**src/sv/keq_pkg.sv**
```systemverilog
// Shared types and constants for the key event queue.
`default_nettype none
package keq_pkg;
   localparam int NUM_KEYS = 127;
   localparam int FIFO_DEPTH_DEF = 16;
   localparam logic [15:0] SAFETY_RST = 16'd500;
   localparam logic [15:0] DELAY_RST = 16'd500;
   localparam logic [15:0] RATE_RST = 16'd100;
   localparam logic [7:0] REL_FLAG = 8'h80;
   localparam logic [7:0] ST_PRESS = 8'h01;
   localparam logic [7:0] ST_RELEASE = 8'h03;
   localparam logic [7:0] BACKSPACE = 8'h08;
   localparam logic [31:0] HALF_RANGE = 32'h8000_0000;

   typedef enum logic [2:0] {
      KIND_REPORT = 3'd0, KIND_TICK = 3'd1, KIND_GET = 3'd2,
      KIND_FLUSH = 3'd3, KIND_PUSH = 3'd4, KIND_QUERY = 3'd5,
      KIND_RSV6 = 3'd6, KIND_RSV7 = 3'd7
   } kind_type;

   typedef enum logic [1:0] {
      CSR_SAFETY = 2'd0, CSR_DELAY = 2'd1, CSR_RATE = 2'd2, CSR_NONE = 2'd3
   } csr_type;

   // classified command passed from front to back
   typedef struct packed {
      kind_type   kind;
      logic       press;
      logic       release_edge;
      logic [6:0] key;
      logic [7:0] code;
   } cmd_type;

   typedef enum logic [2:0] {
      ST_IDLE, ST_RD, ST_EXEC, ST_TICK, ST_GETWAIT, ST_GETEVAL, ST_REPEAT
   } state_type;

   function automatic logic [7:0] map_code(input logic [7:0] c);
      logic [7:0] r;
      begin
         case (c)
            8'hB5: r = 8'd1;
            8'hB4: r = 8'd2;
            8'hB7: r = 8'd3;
            8'hB6: r = 8'd4;
            8'h83: r = 8'd5;
            8'h84: r = 8'd6;
            8'h81: r = 8'd7;
            8'h82: r = 8'd8;
            default: begin
               if (c[7]) r = 8'd0;
               else if (c == BACKSPACE) r = 8'h7F;
               else r = c;
            end
         endcase
         return r;
      end
   endfunction
endpackage
`default_nettype wire

```
**src/sv/key_event_queue_with_repeat_top.sv**
```systemverilog
// Top level: configuration registers, command front end and execution back end.
// A get skips queued release events before it answers.
// A tick walks the key timer RAM one entry at a time.
// Results come as a one-cycle rsp_valid strobe; the receiver cannot stall.
// Synchronous reset clears key state, queue pointers and loads default registers.
`default_nettype none
module key_event_queue_with_repeat_top #(
   parameter int FIFO_DEPTH = keq_pkg::FIFO_DEPTH_DEF
) (
   input  wire logic        clock,
   input  wire logic        reset,
   input  wire logic        start,
   output      logic        busy,
   input  wire logic [2:0]  req_kind,
   input  wire logic [7:0]  req_status,
   input  wire logic [7:0]  req_code,
   output      logic        rsp_valid,
   output      logic [7:0]  rsp_key,
   output      logic        rsp_pressed,
   input  wire logic        csr_valid,
   output      logic        csr_ready,
   input  wire logic [1:0]  csr_index,
   input  wire logic [15:0] csr_data
);
   import keq_pkg::*;
   logic [15:0] safety_ff, delay_ff, rate_ff;
   logic cmd_valid, pop;
   cmd_type cmd;

   assign csr_ready = 1'b1;

   // hold configuration registers
   always_ff @(posedge clock) begin
      if (reset) begin
         safety_ff <= SAFETY_RST; delay_ff <= DELAY_RST; rate_ff <= RATE_RST;
      end else if (csr_valid) begin
         case (csr_type'(csr_index))
            CSR_SAFETY: safety_ff <= csr_data;
            CSR_DELAY:  delay_ff <= csr_data;
            CSR_RATE:   rate_ff <= csr_data;
            default: ;
         endcase
      end
   end

   keq_front u_front (
      .clock(clock), .reset(reset), .start(start), .req_kind(req_kind),
      .req_status(req_status), .req_code(req_code), .pop(pop), .busy(busy),
      .cmd_valid(cmd_valid), .cmd(cmd));

   keq_back #(.FIFO_DEPTH(FIFO_DEPTH)) u_back (
      .clock(clock), .reset(reset), .cmd_valid(cmd_valid), .cmd(cmd), .pop(pop),
      .auto_release_ticks(safety_ff), .repeat_delay(delay_ff),
      .repeat_rate(rate_ff),
      .rsp_valid(rsp_valid), .rsp_key(rsp_key), .rsp_pressed(rsp_pressed));
endmodule
`default_nettype wire

```
**src/sv/keq_ram.sv**
```systemverilog
// Generic single-port-write, registered-read RAM.
`default_nettype none
module keq_ram #(
   parameter int WIDTH = 8,
   parameter int DEPTH = 16
) (
   input  wire logic                     clock,
   input  wire logic                     wr_en,
   input  wire logic [$clog2(DEPTH)-1:0] wr_addr,
   input  wire logic [WIDTH-1:0]         wr_data,
   input  wire logic [$clog2(DEPTH)-1:0] rd_addr,
   output      logic [WIDTH-1:0]         rd_data
);
   logic [WIDTH-1:0] mem [DEPTH];
   // write and registered read
   always_ff @(posedge clock) begin
      if (wr_en) mem[wr_addr] <= wr_data;
      rd_data <= mem[rd_addr];
   end
endmodule
`default_nettype wire

```
**src/sv/keq_front.sv**
```systemverilog
// Front end: accepts and classifies commands into a short queue.
`default_nettype none
module keq_front (
   input  wire logic              clock,
   input  wire logic              reset,
   input  wire logic              start,
   input  wire logic [2:0]        req_kind,
   input  wire logic [7:0]        req_status,
   input  wire logic [7:0]        req_code,
   input  wire logic              pop,
   output      logic              busy,
   output      logic              cmd_valid,
   output      keq_pkg::cmd_type  cmd
);
   import keq_pkg::*;
   cmd_type q_ff [2];
   cmd_type cls;
   logic [1:0] cnt_ff, cnt_in;
   logic rp_ff, rp_in, wp_ff, wp_in, push;
   logic [7:0] k;

   // classify the incoming item
   always_comb begin
      k = map_code(req_code);
      cls.kind = kind_type'(req_kind);
      cls.code = req_code;
      cls.key = k[6:0];
      cls.press = (req_code != 8'd0) && (k != 8'd0) && (req_status == ST_PRESS);
      cls.release_edge = (req_code != 8'd0) && (k != 8'd0) && (req_status == ST_RELEASE);
   end

   assign busy = (cnt_ff != 2'd0);
   assign push = start && !busy;
   assign cmd_valid = (cnt_ff != 2'd0);
   assign cmd = q_ff[rp_ff];

   // advance queue pointers
   always_comb begin
      cnt_in = cnt_ff + {1'b0, push} - {1'b0, pop};
      wp_in = wp_ff ^ push;
      rp_in = rp_ff ^ pop;
   end

   always_ff @(posedge clock) begin
      if (reset) begin
         cnt_ff <= 2'd0;
         wp_ff <= 1'b0;
         rp_ff <= 1'b0;
      end else begin
         cnt_ff <= cnt_in;
         wp_ff <= wp_in;
         rp_ff <= rp_in;
      end
      if (push) q_ff[wp_ff] <= cls;
   end

`ifndef SYNTH
   a_no_overflow: assert property (@(posedge clock) disable iff (reset)
      push |-> !(cnt_ff == 2'd2)) else $error("queue overflow");
   a_no_underflow: assert property (@(posedge clock) disable iff (reset)
      pop |-> cmd_valid) else $error("pop of empty queue");
   a_busy_after_push: assert property (@(posedge clock) disable iff (reset)
      push |=> busy) else $error("busy not raised");
`endif
endmodule
`default_nettype wire

```
**src/sv/keq_back.sv**
```systemverilog
// Back end: key state, timers, event FIFO and get/repeat sequencing.
`default_nettype none
module keq_back #(
   parameter int FIFO_DEPTH = keq_pkg::FIFO_DEPTH_DEF
) (
   input  wire logic             clock,
   input  wire logic             reset,
   input  wire logic             cmd_valid,
   input  wire keq_pkg::cmd_type cmd,
   output      logic             pop,
   input  wire logic [15:0]      auto_release_ticks,
   input  wire logic [15:0]      repeat_delay,
   input  wire logic [15:0]      repeat_rate,
   output      logic             rsp_valid,
   output      logic [7:0]       rsp_key,
   output      logic             rsp_pressed
);
   import keq_pkg::*;
   localparam int AW = $clog2(FIFO_DEPTH);
   localparam int KW = 7;

   state_type st_ff, st_in;
   logic [NUM_KEYS-1:0] held_ff, held_in;
   logic [NUM_KEYS-1:0] tvalid_ff, tvalid_in;
   logic [AW-1:0] wpos_ff, wpos_in, rpos_ff, rpos_in;
   logic [7:0] pb_ff, pb_in;
   logic [6:0] rk_ff, rk_in;
   logic [31:0] due_ff, due_in, now_ff, now_in;
   logic [KW-1:0] idx_ff, idx_in;
   logic [4:0] guard_ff, guard_in;
   logic [7:0] ev_ff, ev_in;
   logic rv_ff, rv_in, rp_ff, rp_in;
   logic [7:0] rkey_ff, rkey_in;

   logic t_we;
   logic [KW-1:0] t_wa, t_ra;
   logic [15:0] t_wd, t_rd;
   logic f_we;
   logic [7:0] f_rd;
   logic [AW-1:0] wnext, rnext;
   logic [15:0] tcur, tdec;
   logic [6:0] ki;

   // timers live in RAM; tvalid marks entries written since reset
   keq_ram #(.WIDTH(16), .DEPTH(NUM_KEYS)) u_timer (
      .clock(clock), .wr_en(t_we), .wr_addr(t_wa), .wr_data(t_wd),
      .rd_addr(t_ra), .rd_data(t_rd));

   keq_ram #(.WIDTH(8), .DEPTH(FIFO_DEPTH)) u_fifo (
      .clock(clock), .wr_en(f_we), .wr_addr(wpos_ff), .wr_data(ev_ff),
      .rd_addr(rpos_ff), .rd_data(f_rd));

   assign wnext = (wpos_ff == AW'(FIFO_DEPTH - 1)) ? '0 : wpos_ff + 1'b1;
   assign rnext = (rpos_ff == AW'(FIFO_DEPTH - 1)) ? '0 : rpos_ff + 1'b1;
   assign ki = cmd.key - 7'd1;
   assign tcur = tvalid_ff[idx_ff] ? t_rd : 16'd0;
   assign tdec = tcur - 16'd1;

   // sequencer
   always_comb begin
      st_in = st_ff; held_in = held_ff; tvalid_in = tvalid_ff;
      wpos_in = wpos_ff; rpos_in = rpos_ff; pb_in = pb_ff; rk_in = rk_ff;
      due_in = due_ff; now_in = now_ff; idx_in = idx_ff; guard_in = guard_ff;
      ev_in = ev_ff; rv_in = 1'b0; rp_in = 1'b0; rkey_in = 8'd0;
      pop = 1'b0; t_we = 1'b0; t_wa = idx_ff; t_wd = 16'd0; t_ra = idx_ff;
      f_we = 1'b0;
      case (st_ff)
         ST_IDLE: begin
            if (cmd_valid) begin
               case (cmd.kind)
                  KIND_REPORT: begin
                     pop = 1'b1;
                     if (cmd.press) begin
                        t_we = 1'b1; t_wa = ki; t_wd = auto_release_ticks;
                        tvalid_in[ki] = 1'b1;
                        if (!held_ff[ki]) begin
                           held_in[ki] = 1'b1;
                           ev_in = {1'b0, cmd.key};
                           st_in = ST_EXEC;
                        end
                     end else if (cmd.release_edge) begin
                        t_we = 1'b1; t_wa = ki; t_wd = 16'd0;
                        tvalid_in[ki] = 1'b1;
                        if (held_ff[ki]) begin
                           held_in[ki] = 1'b0;
                           ev_in = {1'b1, cmd.key};
                           st_in = ST_EXEC;
                        end
                     end
                  end
                  KIND_TICK: begin
                     pop = 1'b1;
                     now_in = now_ff + 32'd1;
                     idx_in = '0; t_ra = '0;
                     st_in = ST_TICK;
                  end
                  KIND_GET: begin
                     pop = 1'b1;
                     guard_in = '0;
                     st_in = ST_RD;
                  end
                  KIND_FLUSH: begin
                     pop = 1'b1; wpos_in = rpos_ff; pb_in = 8'd0;
                  end
                  KIND_PUSH: begin
                     pop = 1'b1; pb_in = cmd.code;
                  end
                  KIND_QUERY: begin
                     pop = 1'b1; rv_in = 1'b1;
                     rp_in = (cmd.code != 8'd0) && !cmd.code[7] &&
                        held_ff[cmd.code[6:0] - 7'd1];
                  end
                  default: pop = 1'b1;
               endcase
            end
         end
         ST_EXEC: begin
            // push event unless full
            if (wnext != rpos_ff) begin
               f_we = 1'b1; wpos_in = wnext;
            end
            st_in = ST_IDLE;
         end
         ST_TICK: begin
            // timer read data for idx_ff is present now
            if (tcur != 16'd0) begin
               t_we = 1'b1; t_wd = tdec; tvalid_in[idx_ff] = 1'b1;
               if (tdec == 16'd0) held_in[idx_ff] = 1'b0;
            end
            if (idx_ff == KW'(NUM_KEYS - 1)) st_in = ST_IDLE;
            else begin
               idx_in = idx_ff + 1'b1; t_ra = idx_ff + 1'b1;
               st_in = ST_GETWAIT;
            end
         end
         ST_GETWAIT: begin
            // wait for the next timer read
            st_in = ST_TICK;
         end
         ST_RD: begin
            // fetch next event
            guard_in = guard_ff + 5'd1;
            if (pb_ff != 8'd0) begin
               ev_in = pb_ff; pb_in = 8'd0; guard_in = 5'h1E;
               st_in = ST_GETEVAL;
            end else if (rpos_ff == wpos_ff) begin
               st_in = ST_REPEAT;
            end else begin
               rpos_in = rnext; guard_in = 5'h1D;
               st_in = ST_GETEVAL;
            end
         end
         ST_GETEVAL: begin
            if (guard_ff == 5'h1D) ev_in = f_rd;
            if ((guard_ff == 5'h1D ? f_rd[7] : ev_ff[7]) == 1'b0) begin
               rk_in = (guard_ff == 5'h1D) ? f_rd[6:0] : ev_ff[6:0];
               due_in = now_ff + {16'd0, repeat_delay};
               rv_in = 1'b1;
               rkey_in = (guard_ff == 5'h1D) ? f_rd : ev_ff;
               st_in = ST_IDLE;
            end else begin
               if (((guard_ff == 5'h1D) ? f_rd[6:0] : ev_ff[6:0]) == rk_ff)
                  rk_in = 7'd0;
               st_in = ST_RD;
            end
         end
         ST_REPEAT: begin
            rv_in = 1'b1;
            if (rk_ff != 7'd0) begin
               if (held_ff[rk_ff - 7'd1]) begin
                  if ((now_ff - due_ff) < HALF_RANGE) begin
                     due_in = now_ff + {16'd0, repeat_rate};
                     rkey_in = {1'b0, rk_ff};
                  end
               end else rk_in = 7'd0;
            end
            st_in = ST_IDLE;
         end
         default: st_in = ST_IDLE;
      endcase
   end

   always_ff @(posedge clock) begin
      if (reset) begin
         st_ff <= ST_IDLE; held_ff <= '0; tvalid_ff <= '0;
         wpos_ff <= '0; rpos_ff <= '0; pb_ff <= '0; rk_ff <= '0;
         due_ff <= '0; now_ff <= '0; rv_ff <= 1'b0;
      end else begin
         st_ff <= st_in; held_ff <= held_in; tvalid_ff <= tvalid_in;
         wpos_ff <= wpos_in; rpos_ff <= rpos_in; pb_ff <= pb_in; rk_ff <= rk_in;
         due_ff <= due_in; now_ff <= now_in; rv_ff <= rv_in;
      end
      idx_ff <= idx_in; guard_ff <= guard_in; ev_ff <= ev_in;
      rp_ff <= rp_in; rkey_ff <= rkey_in;
   end

   assign rsp_valid = rv_ff;
   assign rsp_key = rkey_ff;
   assign rsp_pressed = rp_ff;

`ifndef SYNTH
   a_rsp_exclusive: assert property (@(posedge clock) disable iff (reset)
      rsp_valid |-> !(rsp_pressed && rsp_key != 8'd0)) else $error("mixed result");
   a_pop_idle: assert property (@(posedge clock) disable iff (reset)
      pop |-> st_ff == ST_IDLE) else $error("pop outside idle");
   a_fifo_nofill: assert property (@(posedge clock) disable iff (reset)
      f_we |-> wnext != rpos_ff) else $error("fifo overrun");
`endif
endmodule
`default_nettype wire

```
**config.mk**
```make
export PLATFORM = sky130hd
export DESIGN_NAME = key_event_queue_with_repeat_top
export DESIGN_NICKNAME = d
export VERILOG_FILES = /design/src/sv/keq_pkg.sv /design/src/sv/key_event_queue_with_repeat_top.sv /design/src/sv/keq_ram.sv /design/src/sv/keq_front.sv /design/src/sv/keq_back.sv
export SDC_FILE = /design/constraint.sdc
export NUM_CORES = 2
export LEC_CHECK = 0
export BUFFER_PORTS_ARGS = -buffer_cell sky130_fd_sc_hd__buf_2
export CAP_MARGIN = 40
export CORE_MARGIN = 2
export CORE_UTILIZATION = 40
export DETAILED_ROUTE_END_ITERATION = 10
export GPL_TIMING_DRIVEN = 0
export HOLD_SLACK_MARGIN = 0.1
export PLACE_DENSITY = 0.55
export SKIP_CTS_REPAIR_TIMING = 1
export SLEW_MARGIN = 20
export SYNTH_ARGS = -nofsm -noshare
export SYNTH_HDL_FRONTEND = slang
export SYNTH_SLANG_ARGS = --single-unit
```
**constraint.sdc**
```tcl
create_clock -name clock -period 10.1 [get_ports clock]
set_clock_uncertainty 0.05 [all_clocks]
set_input_delay 1.01 -clock clock [delete_from_list [all_inputs] [get_ports clock]]
set_output_delay 1.01 -clock clock [all_outputs]
set_load 0.01 [all_outputs]
```
==> metrics.txt <==
Vert. Die Dim=approximately 530 um; data arrival at the endpoint of the critical path=8210 ps; number of hold violations in the final report=0; total clock buffers created by CTS=a little under 300; series of cell instances along the critical path=buf_6 > mux2_4 > inv_2 > buf_4 > buf_2 > ha_1 > buf_2 > buf_1 > clkbuf_1 > clkbuf_1 > o21ai_0 > a21oi_1 > a221oi_1 > o211ai_1 > o21ai_1 > a21boi_2 > buf_2 > buf_2 > nor3b_1 > o22ai_1; power density over the cells=214 mW/mm2; post-layout net count=7628; Critical Path Max Stage Delay=between 600 and 700 ps; overall fraction of global-route tracks in use=0.254; power share of the sequential group=0.433; critical setup path kind=reg -> reg; logic gate share of total power=0.184; kind of start point of the critical path=flop; Layout Cells excl Fill=between 10000 and 15000; area fraction of the dominant cell type after synthesis=0.602; total placed instance area=roughly 0.12 mm2; number of DRC violations after detailed routing=0; final hold slack=~310 ps; vias in the first global route=approximately 67000; count of flip-flops with a built-in enable after synthesis=2213; global-route wire length before repair=between 500 and 600 mm; utilization of the core after routing=0.472; met1 routing resource usage after global routing=0.352; total die area=~0.28 mm2; status=complete, no violations; mean routed wirelength per cell=approximately 32 um; DPL Wire Length=around 260 mm; worst endpoint required time=between 10000 and 15000 ps; row count=around 190; CP Max Fanout=10; global routing's busiest layer=met2; number of levels in the clock H-tree=5; Leakage Power=45.1 nW; max-slew violations=0; met3 Usage GRT=0.0368; number of instances in the synthesized netlist=a little under 7000; post-detailed-routing wire length=360 mm; post-route minimum period=7530 ps; root cell of the clock tree=sky130_fd_sc_hd__clkbuf_16; synthesized area per cell=15.9 um2; clock slew at reported path FFs=~60 ps; Setup violations, final=0; final setup slack of the worst path=2570 ps; drt first pass iters=5; pre-CTS WS=roughly 2800 ps; final instance area=between 0.1 and 0.15 mm2; Pint=19.8 mW; setup TNS=0 ps; worst path buffer plus inverter count=10; post-synthesis net count=around 7000; crit share post-route=0.746; die span in x=around 530 um; post-synthesis register bit count=approximately 2600; fraction of power consumed by the clock network=0.383; clock latency at the later pin of the worst-skew pair=920 ps; most frequent cells in the layout=sky130_fd_sc_hd__edfxtp_1 (2213), sky130_fd_sc_hd__mux4_2 (655), sky130_fd_sc_hd__nand2_1 (557); largest net degree at the start of global routing=about 70; ys async rst share=0; most used cell along the critical path=sky130_fd_sc_hd__buf_2; Unique masters post-synth=95; slowest stage cell on the critical path=sky130_fd_sc_hd__clkbuf_1; top post-synthesis cells by area=sky130_fd_sc_hd__edfxtp_1 (60%), sky130_fd_sc_hd__mux4_2 (13%), sky130_fd_sc_hd__dfxtp_1 (7.9%), sky130_fd_sc_hd__nand2_1 (1.9%), sky130_fd_sc_hd__nor2_1 (1.7%); Yosys warning total=0; upper clock frequency limit=approximately 130 MHz; overall power of the completed layout=around 28 mW; Net Sw Frac=0.286; sequential fraction of the synthesis area=0.681; maximum vdd ir drop=0.139 mV; final weighted congestion of routability-driven global placement=0.929; transition at the pin with the smallest max-transition slack=984 ps; port buffer count=between 40 and 50; starting density of the core=0.403; DRT antenna net count=0; post-placement cell count=between 10000 and 15000; Global Route met2 Usage=0.408; Area Growth Syn to Fin=17.2%; worst hold path class=in -> reg; clock sink count=about 2600; power spent charging and discharging nets=7.94 mW; post-synthesis instance area=approximately 0.11 mm2; most common flop cell mapped by yosys=sky130_fd_sc_hd__edfxtp_1; boundary pin count=53; layout cell share with drive strength beyond 1=0.229; overall overflow remaining after global route=0; clock tree from TritonCTS=yes; kind of cell adding the most delay to the critical path=buffers and inverters; normalized max-slew margin=0.338; total vias in the final route=~70000; dominant cell type by area after synthesis=sky130_fd_sc_hd__edfxtp_1; Setup crit end kind=flop; maxcap violations=0; initial antenna violation count=22; RSZ-0062 raised after global routing=false; Bufs on Longest Clock Path=4; most common library cell in the layout ignoring fill and taps=sky130_fd_sc_hd__edfxtp_1; core area=around 0.27 mm2; Via density=5.95; initial detailed-routing violation count=about 8300
-- final cells by class --
class	instances	area, um2
Antenna cell	3	7.51
Buffer	444	1960
Clock buffer	373	8010
Clock inverter	148	1440
Fill cell	23290	145000
Inverter	86	323
Multi-Input combinational cell	3751	33900
Sequential cell	2649	75200
Tap cell	3686	4610
Timing Repair Buffer	297	3990
-- logic make-up (layout without fill, tap and decap cells) --
family	after synthesis	after routing	share of synthesized area
xor+xnor	104	104	0.00859
flops	2649	2649	0.681
simple gates	1561	1561	0.0642
mux	784	784	0.146
buf+inv	530	1348	0.0206
other cells	2	5	0.0000680
fa+ha+maj	68	68	0.00777
compound gates	1232	1232	0.0720
-- final timing paths --
kind,endpoint,slack [ps],depth (start not counted),startpoint
max reg2reg,u_back.held_ff[107]$_SDFFE_PP0P_,2570,20,u_front.rp_ff$_SDFF_PP0_
min reg2reg,rate_ff[14]$_SDFFE_PP0P_,400,2,rate_ff[14]$_SDFFE_PP0P_
min,u_front.q_ff[0][17]$_DFFE_PP_,310,1,req_kind[0]
max,u_back.held_ff[107]$_SDFFE_PP0P_,2570,20,u_front.rp_ff$_SDFF_PP0_
-- synthesized netlist by cell type, types with 19 or more instances --
cell type and instances:
sky130_fd_sc_hd__edfxtp_1 2213, sky130_fd_sc_hd__mux4_2 655, sky130_fd_sc_hd__nand2_1 557, sky130_fd_sc_hd__nor2_1 507, sky130_fd_sc_hd__dfxtp_1 436, sky130_fd_sc_hd__a21oi_1 337, sky130_fd_sc_hd__clkbuf_1 260, sky130_fd_sc_hd__a31oi_1 227
sky130_fd_sc_hd__a211oi_1 159, sky130_fd_sc_hd__and2_1 151, sky130_fd_sc_hd__o21ai_0 125, sky130_fd_sc_hd__buf_2 121, sky130_fd_sc_hd__mux2i_1 95, sky130_fd_sc_hd__o22ai_1 91, sky130_fd_sc_hd__inv_1 84, sky130_fd_sc_hd__o2bb2ai_1 84
sky130_fd_sc_hd__ha_1 67, sky130_fd_sc_hd__nand3_1 67, sky130_fd_sc_hd__nor3_1 54, sky130_fd_sc_hd__xnor2_1 54, sky130_fd_sc_hd__xor2_1 48, sky130_fd_sc_hd__o21a_1 43, sky130_fd_sc_hd__nor4_1 39, sky130_fd_sc_hd__buf_1 36
sky130_fd_sc_hd__nor2b_1 33, sky130_fd_sc_hd__and3_1 28, sky130_fd_sc_hd__mux2_2 26, sky130_fd_sc_hd__o211ai_1 25, sky130_fd_sc_hd__nand2b_1 23, sky130_fd_sc_hd__nand4_1 20, sky130_fd_sc_hd__buf_4 19
-- metal layers --
| metal | vias to the layer above | part of all wire |
|---|---|---|
| met3 | 633 | 0.072 |
| met1 | 35717 | 0.41 |
| li1 | 28686 | - |
| met2 | 3013 | 0.47 |
| met4 | 6 | 0.040 |
| met5 | - | 0.00010 |
-- flip-flops by register name, summed over array words and instances, names as in the netlist, 16 cells and up --
signal                  flops
delay_ff                   16
rate_ff                    16
safety_ff                  16
u_back.due_ff              32
u_back.held_ff            127
u_back.now_ff              32
u_back.tvalid_ff          127
u_back.u_fifo.mem         128
u_back.u_timer.mem       2032
u_back.u_timer.rd_data     16
u_front.q_ff               40
-- power by group through the flow --
stage	logic, mW	clock network, mW	registers [mW]
2_1_floorplan	2.84	0	12.2
4_1_cts	5.06	10.8	12.0
6_report	5.11	10.6	12.0
3_3_place_gp	4.82	0	12.3
5_1_grt	5.29	11.2	12.0
3_5_place_dp	5.04	0	12.3
Note: power is estimated with default switching activity, not from simulation.
